<file path="src/hw/rtl/mersenne_twister_bounded_draw_defines.svh">
// ----------------------------------------------------------------------------
// Assertion macros for the bounded-draw twister
// Concurrent checks that reduce to nothing in a synthesis build.
// ----------------------------------------------------------------------------
`ifndef MERSENNE_TWISTER_BOUNDED_DRAW_DEFINES_SVH
`define MERSENNE_TWISTER_BOUNDED_DRAW_DEFINES_SVH

`ifndef SYNTH

// Same-cycle implication
`define MTBD_ASSERT_IMPL(lbl, clk, rst_n, ante, cons) \
	lbl: assert property (@(posedge clk) disable iff (!rst_n) (ante) |-> (cons)) \
		else $error("mtbd check failed");

// Next-cycle implication
`define MTBD_ASSERT_NEXT(lbl, clk, rst_n, ante, cons) \
	lbl: assert property (@(posedge clk) disable iff (!rst_n) (ante) |=> (cons)) \
		else $error("mtbd check failed");

`else

`define MTBD_ASSERT_IMPL(lbl, clk, rst_n, ante, cons)

`define MTBD_ASSERT_NEXT(lbl, clk, rst_n, ante, cons)

`endif

`endif

</file>
<file path="src/hw/rtl/mtbd_pkg.sv">
// ----------------------------------------------------------------------------
// mtbd_pkg
// Types, constants and word functions shared by the bounded-draw twister.
// ----------------------------------------------------------------------------
package mtbd_pkg;

	localparam int WORD_W   = 32;
	localparam int CHOICE_W = 31;

	localparam logic [WORD_W-1:0] TWIST_MATRIX = 32'h9908_B0DF;
	localparam logic [WORD_W-1:0] INIT_MULT    = 32'h6C07_8965;
	localparam logic [WORD_W-1:0] TEMPER_B     = 32'hFF3A_58AD;
	localparam logic [WORD_W-1:0] TEMPER_C     = 32'hFFFF_DF8C;

	// Request codes
	localparam logic REQ_SEED = 1'b0;
	localparam logic REQ_DRAW = 1'b1;

	typedef struct packed {
		logic                req_type;
		logic [WORD_W-1:0]   seed_value;
		logic [CHOICE_W-1:0] range_max;
	} mtbd_req_t;

	typedef struct packed {
		logic [WORD_W-1:0]   raw_word;
		logic [CHOICE_W-1:0] choice;
	} mtbd_rsp_t;

	// Request to the remainder unit
	typedef struct packed {
		logic                start;
		logic [CHOICE_W-1:0] dividend;
		logic [CHOICE_W-1:0] divisor;
	} mtbd_div_req_t;

	typedef enum logic [3:0] {
		ST_IDLE,
		ST_SEED_MUL,
		ST_SEED_ADD,
		ST_RD_NXT,
		ST_RD_FAR,
		ST_TWIST,
		ST_DIV_GO,
		ST_DIV_WAIT,
		ST_LOAD
	} mtbd_state_t;

	// One step of the twist recurrence
	function automatic logic [WORD_W-1:0] twist_word(
		input logic [WORD_W-1:0] cur,
		input logic [WORD_W-1:0] nxt,
		input logic [WORD_W-1:0] far
	);
		logic [WORD_W-1:0] y;
		y = {cur[WORD_W-1], nxt[WORD_W-2:0]};
		return far ^ (y >> 1) ^ (y[0] ? TWIST_MATRIX : '0);
	endfunction

	// Output tempering
	function automatic logic [WORD_W-1:0] temper(input logic [WORD_W-1:0] w);
		logic [WORD_W-1:0] y;
		y = w;
		y = y ^ (y >> 11);
		y = y ^ ((y & TEMPER_B) << 7);
		y = y ^ ((y & TEMPER_C) << 15);
		y = y ^ (y >> 18);
		return y;
	endfunction

endpackage

</file>
<file path="src/hw/rtl/mtbd_mod.sv">
// ----------------------------------------------------------------------------
// mtbd_mod
// Restoring remainder unit, one dividend bit per cycle. A zero divisor
// leaves the dividend as the remainder.
// ----------------------------------------------------------------------------
module mtbd_mod (
	input  logic                            clk,
	input  logic                            arst_n,
	input  mtbd_pkg::mtbd_div_req_t         div_req,
	output logic                            done,
	output logic [mtbd_pkg::CHOICE_W-1:0]   rem
);

	import mtbd_pkg::*;

	localparam int CNT_W = $clog2(CHOICE_W);
	localparam logic [CNT_W-1:0] CNT_LAST = CNT_W'(CHOICE_W - 1);

	logic                busy_q;
	logic                done_q;
	logic [CNT_W-1:0]    cnt_q;
	logic [CHOICE_W-1:0] dvd_q;
	logic [CHOICE_W-1:0] dvs_q;
	logic [CHOICE_W-1:0] rem_q;
	logic [CHOICE_W:0]   trial;
	logic [CHOICE_W:0]   dvs_ext;
	logic [CHOICE_W-1:0] rem_nx;

	// Shift in the next dividend bit and subtract where it fits
	always_comb begin
		trial   = {rem_q, dvd_q[CHOICE_W-1]};
		dvs_ext = {1'b0, dvs_q};
		if (trial >= dvs_ext) begin
			rem_nx = CHOICE_W'(trial - dvs_ext);
		end else begin
			rem_nx = trial[CHOICE_W-1:0];
		end
	end

	// Sequence control; flag done for one cycle after the last bit
	always_ff @(posedge clk or negedge arst_n) begin
		if (!arst_n) begin
			busy_q <= 1'b0;
			done_q <= 1'b0;
			cnt_q  <= '0;
		end else begin
			done_q <= busy_q & !div_req.start & (cnt_q == '0);
			if (div_req.start) begin
				busy_q <= 1'b1;
				cnt_q  <= CNT_LAST;
			end else if (busy_q) begin
				cnt_q <= cnt_q - 1'b1;
				if (cnt_q == '0) begin
					busy_q <= 1'b0;
				end
			end
		end
	end

	// Operand and partial remainder; hold the remainder once finished
	always_ff @(posedge clk) begin
		if (div_req.start) begin
			dvd_q <= div_req.dividend;
			dvs_q <= div_req.divisor;
			rem_q <= '0;
		end else if (busy_q) begin
			rem_q <= rem_nx;
			dvd_q <= {dvd_q[CHOICE_W-2:0], 1'b0};
		end
	end

	assign done = done_q;
	assign rem  = rem_q;

endmodule

</file>
<file path="config.mk">
export PLATFORM = sky130hd
export DESIGN_NAME = mtbd_mod
export DESIGN_NICKNAME = d
export VERILOG_FILES = /design/src/hw/rtl/mersenne_twister_bounded_draw_defines.svh /design/src/hw/rtl/mtbd_pkg.sv /design/src/hw/rtl/mtbd_mod.sv
export SDC_FILE = /design/constraint.sdc
export NUM_CORES = 1
export LEC_CHECK = 0
export BUFFER_PORTS_ARGS = -buffer_cell sky130_fd_sc_hd__buf_2
export CORE_MARGIN = 4
export CORE_UTILIZATION = 57
export DETAILED_ROUTE_END_ITERATION = 6
export PLACE_DENSITY_LB_ADDON = 0.3
export SLEW_MARGIN = 20
export SYNTH_ARGS = -nofsm -noshare
export SYNTH_HDL_FRONTEND = slang
export SYNTH_SLANG_ARGS = --single-unit
</file>
<file path="constraint.sdc">
create_clock -name clk -period 3.5 [get_ports clk]
set_input_delay 0.175 -clock clk [delete_from_list [all_inputs] [get_ports clk]]
set_output_delay 0.175 -clock clk [all_outputs]
set_load 0.1 [all_outputs]
</file>
==> metrics, run 1 <==
IO Pins=97; type of the most critical hold path=in2reg; Syn Std Cell Area=5820 um^2; GP Congestion=0.927; DP Wirelength=9620 um; vias in the first global route=4672; Initial Utilization=59.0%; worst path required time=3810 ps; DRC=0; cell taking the most area after synthesis=edfxtp_1; crit start category=flop; worst path arrival time=3520 ps; Syn Area/Cell=10.2 um^2; VDD IR max=0.000424 V; Synth Flop Type=edfxtp_1; Synth top area share=32.0%; Max-Slew Margin vs Limit=35.3%; final slew viol count=0; CTS tree=built; ranking of synthesized cells by area=edfxtp_1 (32%), dfxtp_1 (11%), ha_1 (7.1%), mux2_2 (5.8%), nand2_1 (3.8%); Post-CTS Setup Inserts=0; Antenna Violating Nets Remaining=0; Post-synth ARST share=7.00%; Max Cap Viol=0; Global Route Usage Sum=23.9%; DRT Wirelength=13800 um; Fmax=311 MHz; Worst Reg-to-Reg Cells=9; I/O Buffers=96; clk buf depth=2; synth warn=0; global route overflow=0; Cells after Synth=572; initial antenna violation count=0; H-tree levels=3; first-pass GRT wire length=22300 um; die width=109 um; setup TNS=0 ps; run status=finished clean; FF+latch count, synth=100; share of layout cells above drive strength 1=22.9%; number of cell rows=36; die height=109 um; post-layout util=70.0%; sequential fraction of the synthesis area=45.7%; Final Cycle Share=91.9%; pin count of the biggest net entering global routing=57; Slew @ Worst Pin=970 ps; final setup violation count=0; CP Class=reg2reg; Die ar.=11900 um^2; Tmin final=3220 ps; core area=9860 um^2; Avg WL per Cell=16.6 um; CP Capture Type=flop; clk slew on worst S/H paths=100 ps; CP max FO=18; root buf cell=clkbuf_8; synthesis-to-finish area growth=18.6%; hold path depth=2; initial drt markers=345; Final Hold Viols=0; Skew-Pair Late Insertion Delay=390 ps; net total in the final layout=794; Clock Skew=14.6 ps; Syn Nets=671; Via density=5.77; EDFF count, synth=62; FF-to-FF setup slack=280 ps; DR vias=4810; Clock Sink Count=100; Num CTS Buffers=9; number of antenna diodes=0; RSZ-0062 raised after global routing=no; cell area power density=767 nW/um^2; P_leak=0.00309 uW; synth unique cells=65; TritonRoute pass-1 iters=5
-- cell type report --
| cell class | instances | area [um^2] |
|---|---|---|
| well taps | 133 | 166 |
| flip-flops and latches | 100 | 2660 |
| fillers | 762 | 2960 |
| clock buffers | 11 | 131 |
| multi-input cells | 406 | 2870 |
| repair buffers | 134 | 848 |
| clock inverters | 5 | 63.8 |
| inverters | 44 | 165 |
-- routing by layer --
layer | wire length (um) | global-route usage, % | vias up
met4 | 194 | 7.21 | 0
met5 | 0 | 0 | -
li1 | - | - | 2359
met1 | 5990 | 30.3 | 2275
met2 | 6570 | 38.9 | 158
met3 | 1030 | 7.64 | 18
-- per-stage QoR --
step | instance area [um^2] | power [uW] | setup slack [ps] | cells | hold WS [ps]
global route | 6900 | 5600 | 66.2 | 833 | 50.5
global placement | 6380 | 4400 | 409 | 784 | 10.1
finish | 6900 | 5290 | 284 | 833 | 75.5
floorplan | 5820 | 3960 | 129 | 572 | -121
CTS | 6890 | 5270 | 188 | 832 | 61.2
detailed placement | 6380 | 4470 | 205 | 784 | 18.4
-- Yosys cell counts, drive strengths merged, types with 7 or more instances --
master,n
edfxtp,62
nand3,10
a311oi,14
nand2,59
mux2i,9
a211oi,12
dfrtp,7
clkbuf,12
nor2,41
o21ai,25
ha,33
inv,44
a21o,15
and3,7
o211ai,8
buf,10
dfxtp,31
nor3,12
a21oi,33
xnor2,12
mux2,30
o21a,8
-- critical path, cell delays in order, from the launching register on --
cell and delay (ps):
edfxtp_1 390, ha_1 220, fa_1 380, and2b_1 270, o2111ai_1 170, a2111o_1 460, nand3_1 240, a21oi_2 290
or3_1 460, a311oi_1 270
-- cells by family after synthesis --
kind of cell | after synthesis | synth area share, %
DFF | 100 | 45.7
and+or+nand+nor | 167 | 13.6
muxes | 39 | 7.35
xor gates and xnor gates | 17 | 2.56
adders and majority gates | 34 | 7.44
buffers and inverters | 67 | 5.18
AOI/OAI and AO/OA | 148 | 18.2
-- final timing paths --
| kind | end | from |
|---|---|---|
| setup reg to reg | rem[13] | dvs_q[0] |
| hold / removal | dvd_q[0] | div_req[31] |
| min in group asynchronous | cnt_q[1] | arst_n |
| max in group asynchronous | cnt_q[3] | arst_n |
| hold reg to reg | rem[13] | rem[13] |
| setup / recovery | rem[13] | dvs_q[0] |
-- sequential cells by signal (all words and copies together), names as in the netlist --
register	count
busy_q	1
dvd_q	31
done	1
cnt_q	5
rem	31
dvs_q	31
-- layout by cell type (no fill, tap or decap), types with 12 or more instances in the layout --
cell,count
nor2_1,41
buf_2,95
a21o_1,14
nand2_1,59
a311oi_1,13
o21ai_0,24
a21oi_1,30
xnor2_1,12
ha_1,33
dfxtp_1,31
dlygate4sd3_1,32
mux2_2,30
edfxtp_1,62
inv_1,44
nor3_1,12
-- where the power goes --
part	switching, uW	internal (uW)	total, uW
Clock	424	336	761
Combinational	2040	866	2900
Sequential	173	1460	1630
-- what timing repair did --
item / CTS / global route
endpoints found under the setup margin: 0 / 1
hold buffers: 32 / 0
endpoints found under the hold margin: 38 / 0
gates resized for setup: 0 / 1
No activity file was read; power rests on OpenSTA's default activity.
==> run 2: changes to the inputs <==
Settings changed: BUFFER_PORTS_ARGS -buffer_cell sky130_fd_sc_hd__buf_2 to not set, CORE_UTILIZATION 57 to 64, DONT_BUFFER_PORTS set to 1.
==> run 2 against run 1 <==
Against the previous run:
- clock-buffer cell count decreased by 2
- clock skew up 4.3 ps
- maximum frequency fell by 2.6%
- non-clock buffer count down 46
- sequential power fell by 4%
- first-iteration DRC count shrank 14%
- highest routed layer unchanged
==> metrics, run 2 (synthesis gave the netlist of run 1 again) <==
Via density=6.27; IO Pins=97; worst path arrival time=3580 ps; final setup violation count=0; slowest stage delay, CP=480 ps; initial drt markers=295; Fmax=303 MHz; Post-Layout Cell Count=762; GP Congestion=0.921; number of antenna diodes=0; Antenna Violating Nets Remaining=0; Num CTS Buffers=9; clk buf depth=2; initial antenna violation count=0; run status=finished clean; setup TNS=0 ps; global route overflow=0; cell total after placement=697; Setup WS pre-CTS=327 ps; H-tree levels=3; crit start category=flop; Clock Sink Count=100; Tmin final=3300 ps; CP Class=reg2reg; delay-heaviest family, CP=compound AO/OA/AOI/OAI gates; Skew-Pair Late Insertion Delay=380 ps; die width=103 um; first-pass GRT wire length=22800 um; share of layout cells above drive strength 1=15.3%; DP Wirelength=9370 um; commonest non-fill, non-tap cells in the layout=edfxtp_1 (62), nand2_1 (59), dlygate4sd3_1 (47), inv_1 (44), nor2_1 (41); Initial Utilization=66.1%; CTS tree=built; slowest CP cell=a2111o_1; root buf cell=clkbuf_8; Max Cap Viol=0; Global Route Usage Sum=27.6%; Avg WL per Cell=19.2 um; type of the most critical hold path=in2reg; worst path cell trace=inv_1 > ha_1 > fa_1 > and2b_1 > o2111ai_1 > a2111o_1 > nand3_1 > a21o_1 > buf_4 > o2111a_1 > a21oi_1 > a311oi_1; I/O Buffers=0; synthesis-to-finish area growth=17.3%; P_leak=0.00293 uW; number of cell rows=34; VDD IR max=0.000366 V; Clock Skew=18.9 ps; die height=103 um; leading cell type in the layout, fill and taps excluded=edfxtp_1; Post-Layout Inst Area=6830 um^2; pin count of the biggest net entering global routing=55; RSZ-0062 raised after global routing=no; final slew viol count=0; Max-Slew Margin vs Limit=42.4%; DRC=0; Die ar.=10700 um^2; DRT Wirelength=14600 um; Final Cycle Share=94.4%; Placed Area=6120 um^2; CP max FO=14; worst path required time=3780 ps; CP Buf/Inv Count=2; Slew @ Worst Pin=865 ps; Post-CTS Setup Inserts=0; clk slew on worst S/H paths=120 ps; cell area power density=793 nW/um^2; TritonRoute pass-1 iters=6; final worst slack=198 ps; CP Capture Type=flop; core area=8810 um^2; vias in the first global route=4717; net total in the final layout=748; Final Hold Viols=0; DR vias=4775
[run 2: final cells by class]
type | count | area (um^2)
fillers | 584 | 1980
flip-flops and latches | 100 | 2660
clock inverters | 7 | 70.1
inverters | 44 | 165
clock buffers | 9 | 124
well taps | 108 | 135
repair buffers | 88 | 798
multi-input cells | 406 | 2880
[run 2: metrics by stage]
step / total power, uW / utilization, % / hold slack, ps
after CTS: 5340 / 77.0 / 3.24
after global routing: 5690 / 77.5 / -2.91
final: 5410 / 77.5 / 9.78
after floorplan: 3960 / - / -121
after global placement: 4480 / 69.5 / -120
after detailed placement: 4540 / 69.5 / -120
[run 2: timing repair]
| action | 4_1_cts | 5_1_grt |
|---|---|---|
| hold buffers | 45 | 3 |
| hold endpoints to repair | 103 | 3 |
| setup endpoints to repair | 0 | 2 |
| gates resized for setup | 0 | 1 |
[run 2: final timing paths]
check / depth (start not counted) / slack, ps / from / end
max: 12 / 200 / dvd_q[30] / rem[20]
min reg2reg: 1 / 550 / dvd_q[5] / dvd_q[6]
min in group asynchronous: 1 / 120 / arst_n / cnt_q[1]
min: 1 / 10 / div_req[39] / dvd_q[8]
max in group asynchronous: 1 / 3150 / arst_n / cnt_q[2]
max reg2reg: 12 / 200 / dvd_q[30] / rem[20]
[run 2: layer usage]
metal | up-vias | GRT usage [%] | share of wire, %
met5 | - | 0 | 0
met4 | 0 | 10.2 | 3.0
met3 | 39 | 7.24 | 8.4
met2 | 219 | 45.8 | 48
met1 | 2248 | 34.6 | 41
li1 | 2269 | - | -
[run 2: where the power goes]
part	internal [uW]	switching [uW]	leakage, uW
Sequential	1460	101	0.000957
Combinational	963	2140	0.00187
Clock	279	465	0.000100
Total	2700	2710	0.00293
==> run 3: changes to the inputs <==
Settings changed: CELL_PAD_IN_SITES_DETAIL_PLACEMENT set to 2, CELL_PAD_IN_SITES_GLOBAL_PLACEMENT set to 2, CORE_UTILIZATION 64 to 41.
==> run 3 against run 2 <==
Against the previous run:
- core utilization shrank 28 points
- total power rose by 9.0%
- flip-flop and latch count is the same
- clock-buffer cell count stayed put
- clock power up 41%
- die area is 51% higher
- sequential share of layout area is 0.47 points lower
==> metrics, run 3 (synthesis gave the netlist of run 1 again) <==
run status=finished clean; met1 WL=7520 um; Clock Sink Count=100; DP Wirelength=12900 um; Clock Skew=8.42 ps; worst r2r src=dvd_q[30]; commonest non-fill, non-tap cells in the layout=edfxtp_1 (62), nand2_1 (59), inv_1 (43), nor2_1 (41), buf_4 (40); IO Pins=97; cell total after placement=770; Final Cycle Share=95.7%; worst path arrival time=3600 ps; worst path cell trace=inv_1 > ha_1 > fa_1 > and2b_1 > o2111ai_1 > a2111o_1 > nand3_2 > a21o_1 > buf_4 > nand2_1 > a311oi_1; Max-Slew Margin vs Limit=40.6%; hold path depth=1; initial antenna violation count=0; post-layout util=49.8%; final setup violation count=0; Max Cap Viol=0; Die ar.=16200 um^2; Tmin final=3350 ps; Top Metal Used=met4; die width=127 um; Logic pwr share=55.5%; number of cell rows=43; clk slew on worst S/H paths=80 ps; vias in the first global route=5360; Num CTS Buffers=9; Fmax=299 MHz; share of layout cells above drive strength 1=16.6%; CTS tree=built; RSZ-0062 raised after global routing=no; first-pass GRT wire length=30000 um; Slew @ Worst Pin=892 ps; DRT Wirelength=19000 um; slowest CP cell=a2111o_1; setup TNS=0 ps; number of antenna diodes=0; crit path launch=dvd_q[30]; global route overflow=0; switch share=49.8%; VDD IR max=0.000374 V; Initial Utilization=41.9%; GP Congestion=0.835; pin count of the biggest net entering global routing=61; Worst Reg-to-Reg Cells=11; area occupied by multi-input gates=2890 um^2; initial drt markers=211; Avg WL per Cell=23.2 um; slowest stage delay, CP=500 ps; DRC=0; TritonRoute pass-1 iters=4; Global Route Usage Sum=23.9%; root buf cell=clkbuf_16; sequential cell area=2660 um^2; CP Capture Type=flop; leading cell type in the layout, fill and taps excluded=edfxtp_1; synthesis-to-finish area growth=18.8%; clk buf depth=2; Via density=5.80; WL met3=845 um; Hold Startpoint=div_req[38]; Skew-Pair Late Insertion Delay=370 ps; NetSw=2940 uW; met2 WL=10200 um; crit start category=flop; cell area power density=853 nW/um^2; Antenna Violating Nets Remaining=0; worst path required time=3750 ps; H-tree levels=3; # fillers=1413; P_leak=0.00293 uW; CP Class=reg2reg; core area=13900 um^2; CP max FO=9; I/O Buffers=0; Post-Layout Cell Count=820; Clock Power Share=17.8%; DR vias=4755; type of the most critical hold path=in2reg; Post-CTS Setup Inserts=0; Sequential Power Share=26.7%; die height=127 um; net total in the final layout=734; cell internal pwr=2960 uW; Final Hold Viols=0; final slew viol count=0
run 3: changes by cell type in the layout (fill, tap and decap cells not counted), sizes merged:
cell         previous run  this run
inv                    47        46
dlygate4sd3            47        32
buf                    41        42
clkinvlp                0         2
clkinv                  4         3
run 3: final timing paths:
kind                                   to  slack (ps)
worst max register to register     rem[8]         150
worst min-delay path             dvd_q[7]          20
min in group asynchronous        cnt_q[4]         160
max in group asynchronous          busy_q        3050
worst min register to register  dvd_q[23]         560
worst max-delay path               rem[8]         150
run 3: layer usage:
layer | global-route usage, % | up-vias
met2 | 44.8 | 107
met4 | 8.26 | 0
li1 | - | 2233
met3 | 4.56 | 31
met5 | 0 | -
met1 | 26.9 | 2384
run 3: metrics by stage:
stage	setup WS, ps	total power (uW)	hold WS [ps]	area, um^2
2_1_floorplan	129	3960	-121	5820
3_3_place_gp	334	4610	-120	6230
3_5_place_dp	134	4740	-120	6230
5_1_grt	31.0	6220	13.5	6910
4_1_cts	109	5880	16.7	6890
6_report	150	5900	23.5	6910
run 3: cell type report:
class	instances	share of cell area [%]
tap	180	3.26
clock inverter	7	1.21
multi-input combinational	406	41.8
sequential	100	38.5
timing repair buffer	74	9.66
clock buffer	9	3.26
inverter	44	2.39
run 3: worst max-delay path, delay by kind of cell, from the launching register on:
kind / cells / cell delay (ps)
DFF: 1 / 330
buffers and inverters: 2 / 320
adders and majority gates: 2 / 620
AOI/OAI and AO/OA: 4 / 1430
and+or+nand+nor: 3 / 530
run 3: power by group through the flow:
stage	logic [uW]	registers [uW]	clock network [uW]
final	3270	1580	1050
after global routing	3500	1600	1120
after CTS	3240	1580	1070
after detailed placement	3150	1600	0
after global placement	3030	1580	0
after floorplan	1430	2530	0
run 3: timing repair:
action / 4_1_cts / 5_1_grt
endpoints found under the hold margin: 91 / 0
endpoints found under the setup margin: 0 / 13
gates resized for setup: 0 / 3
hold buffers: 33 / 0
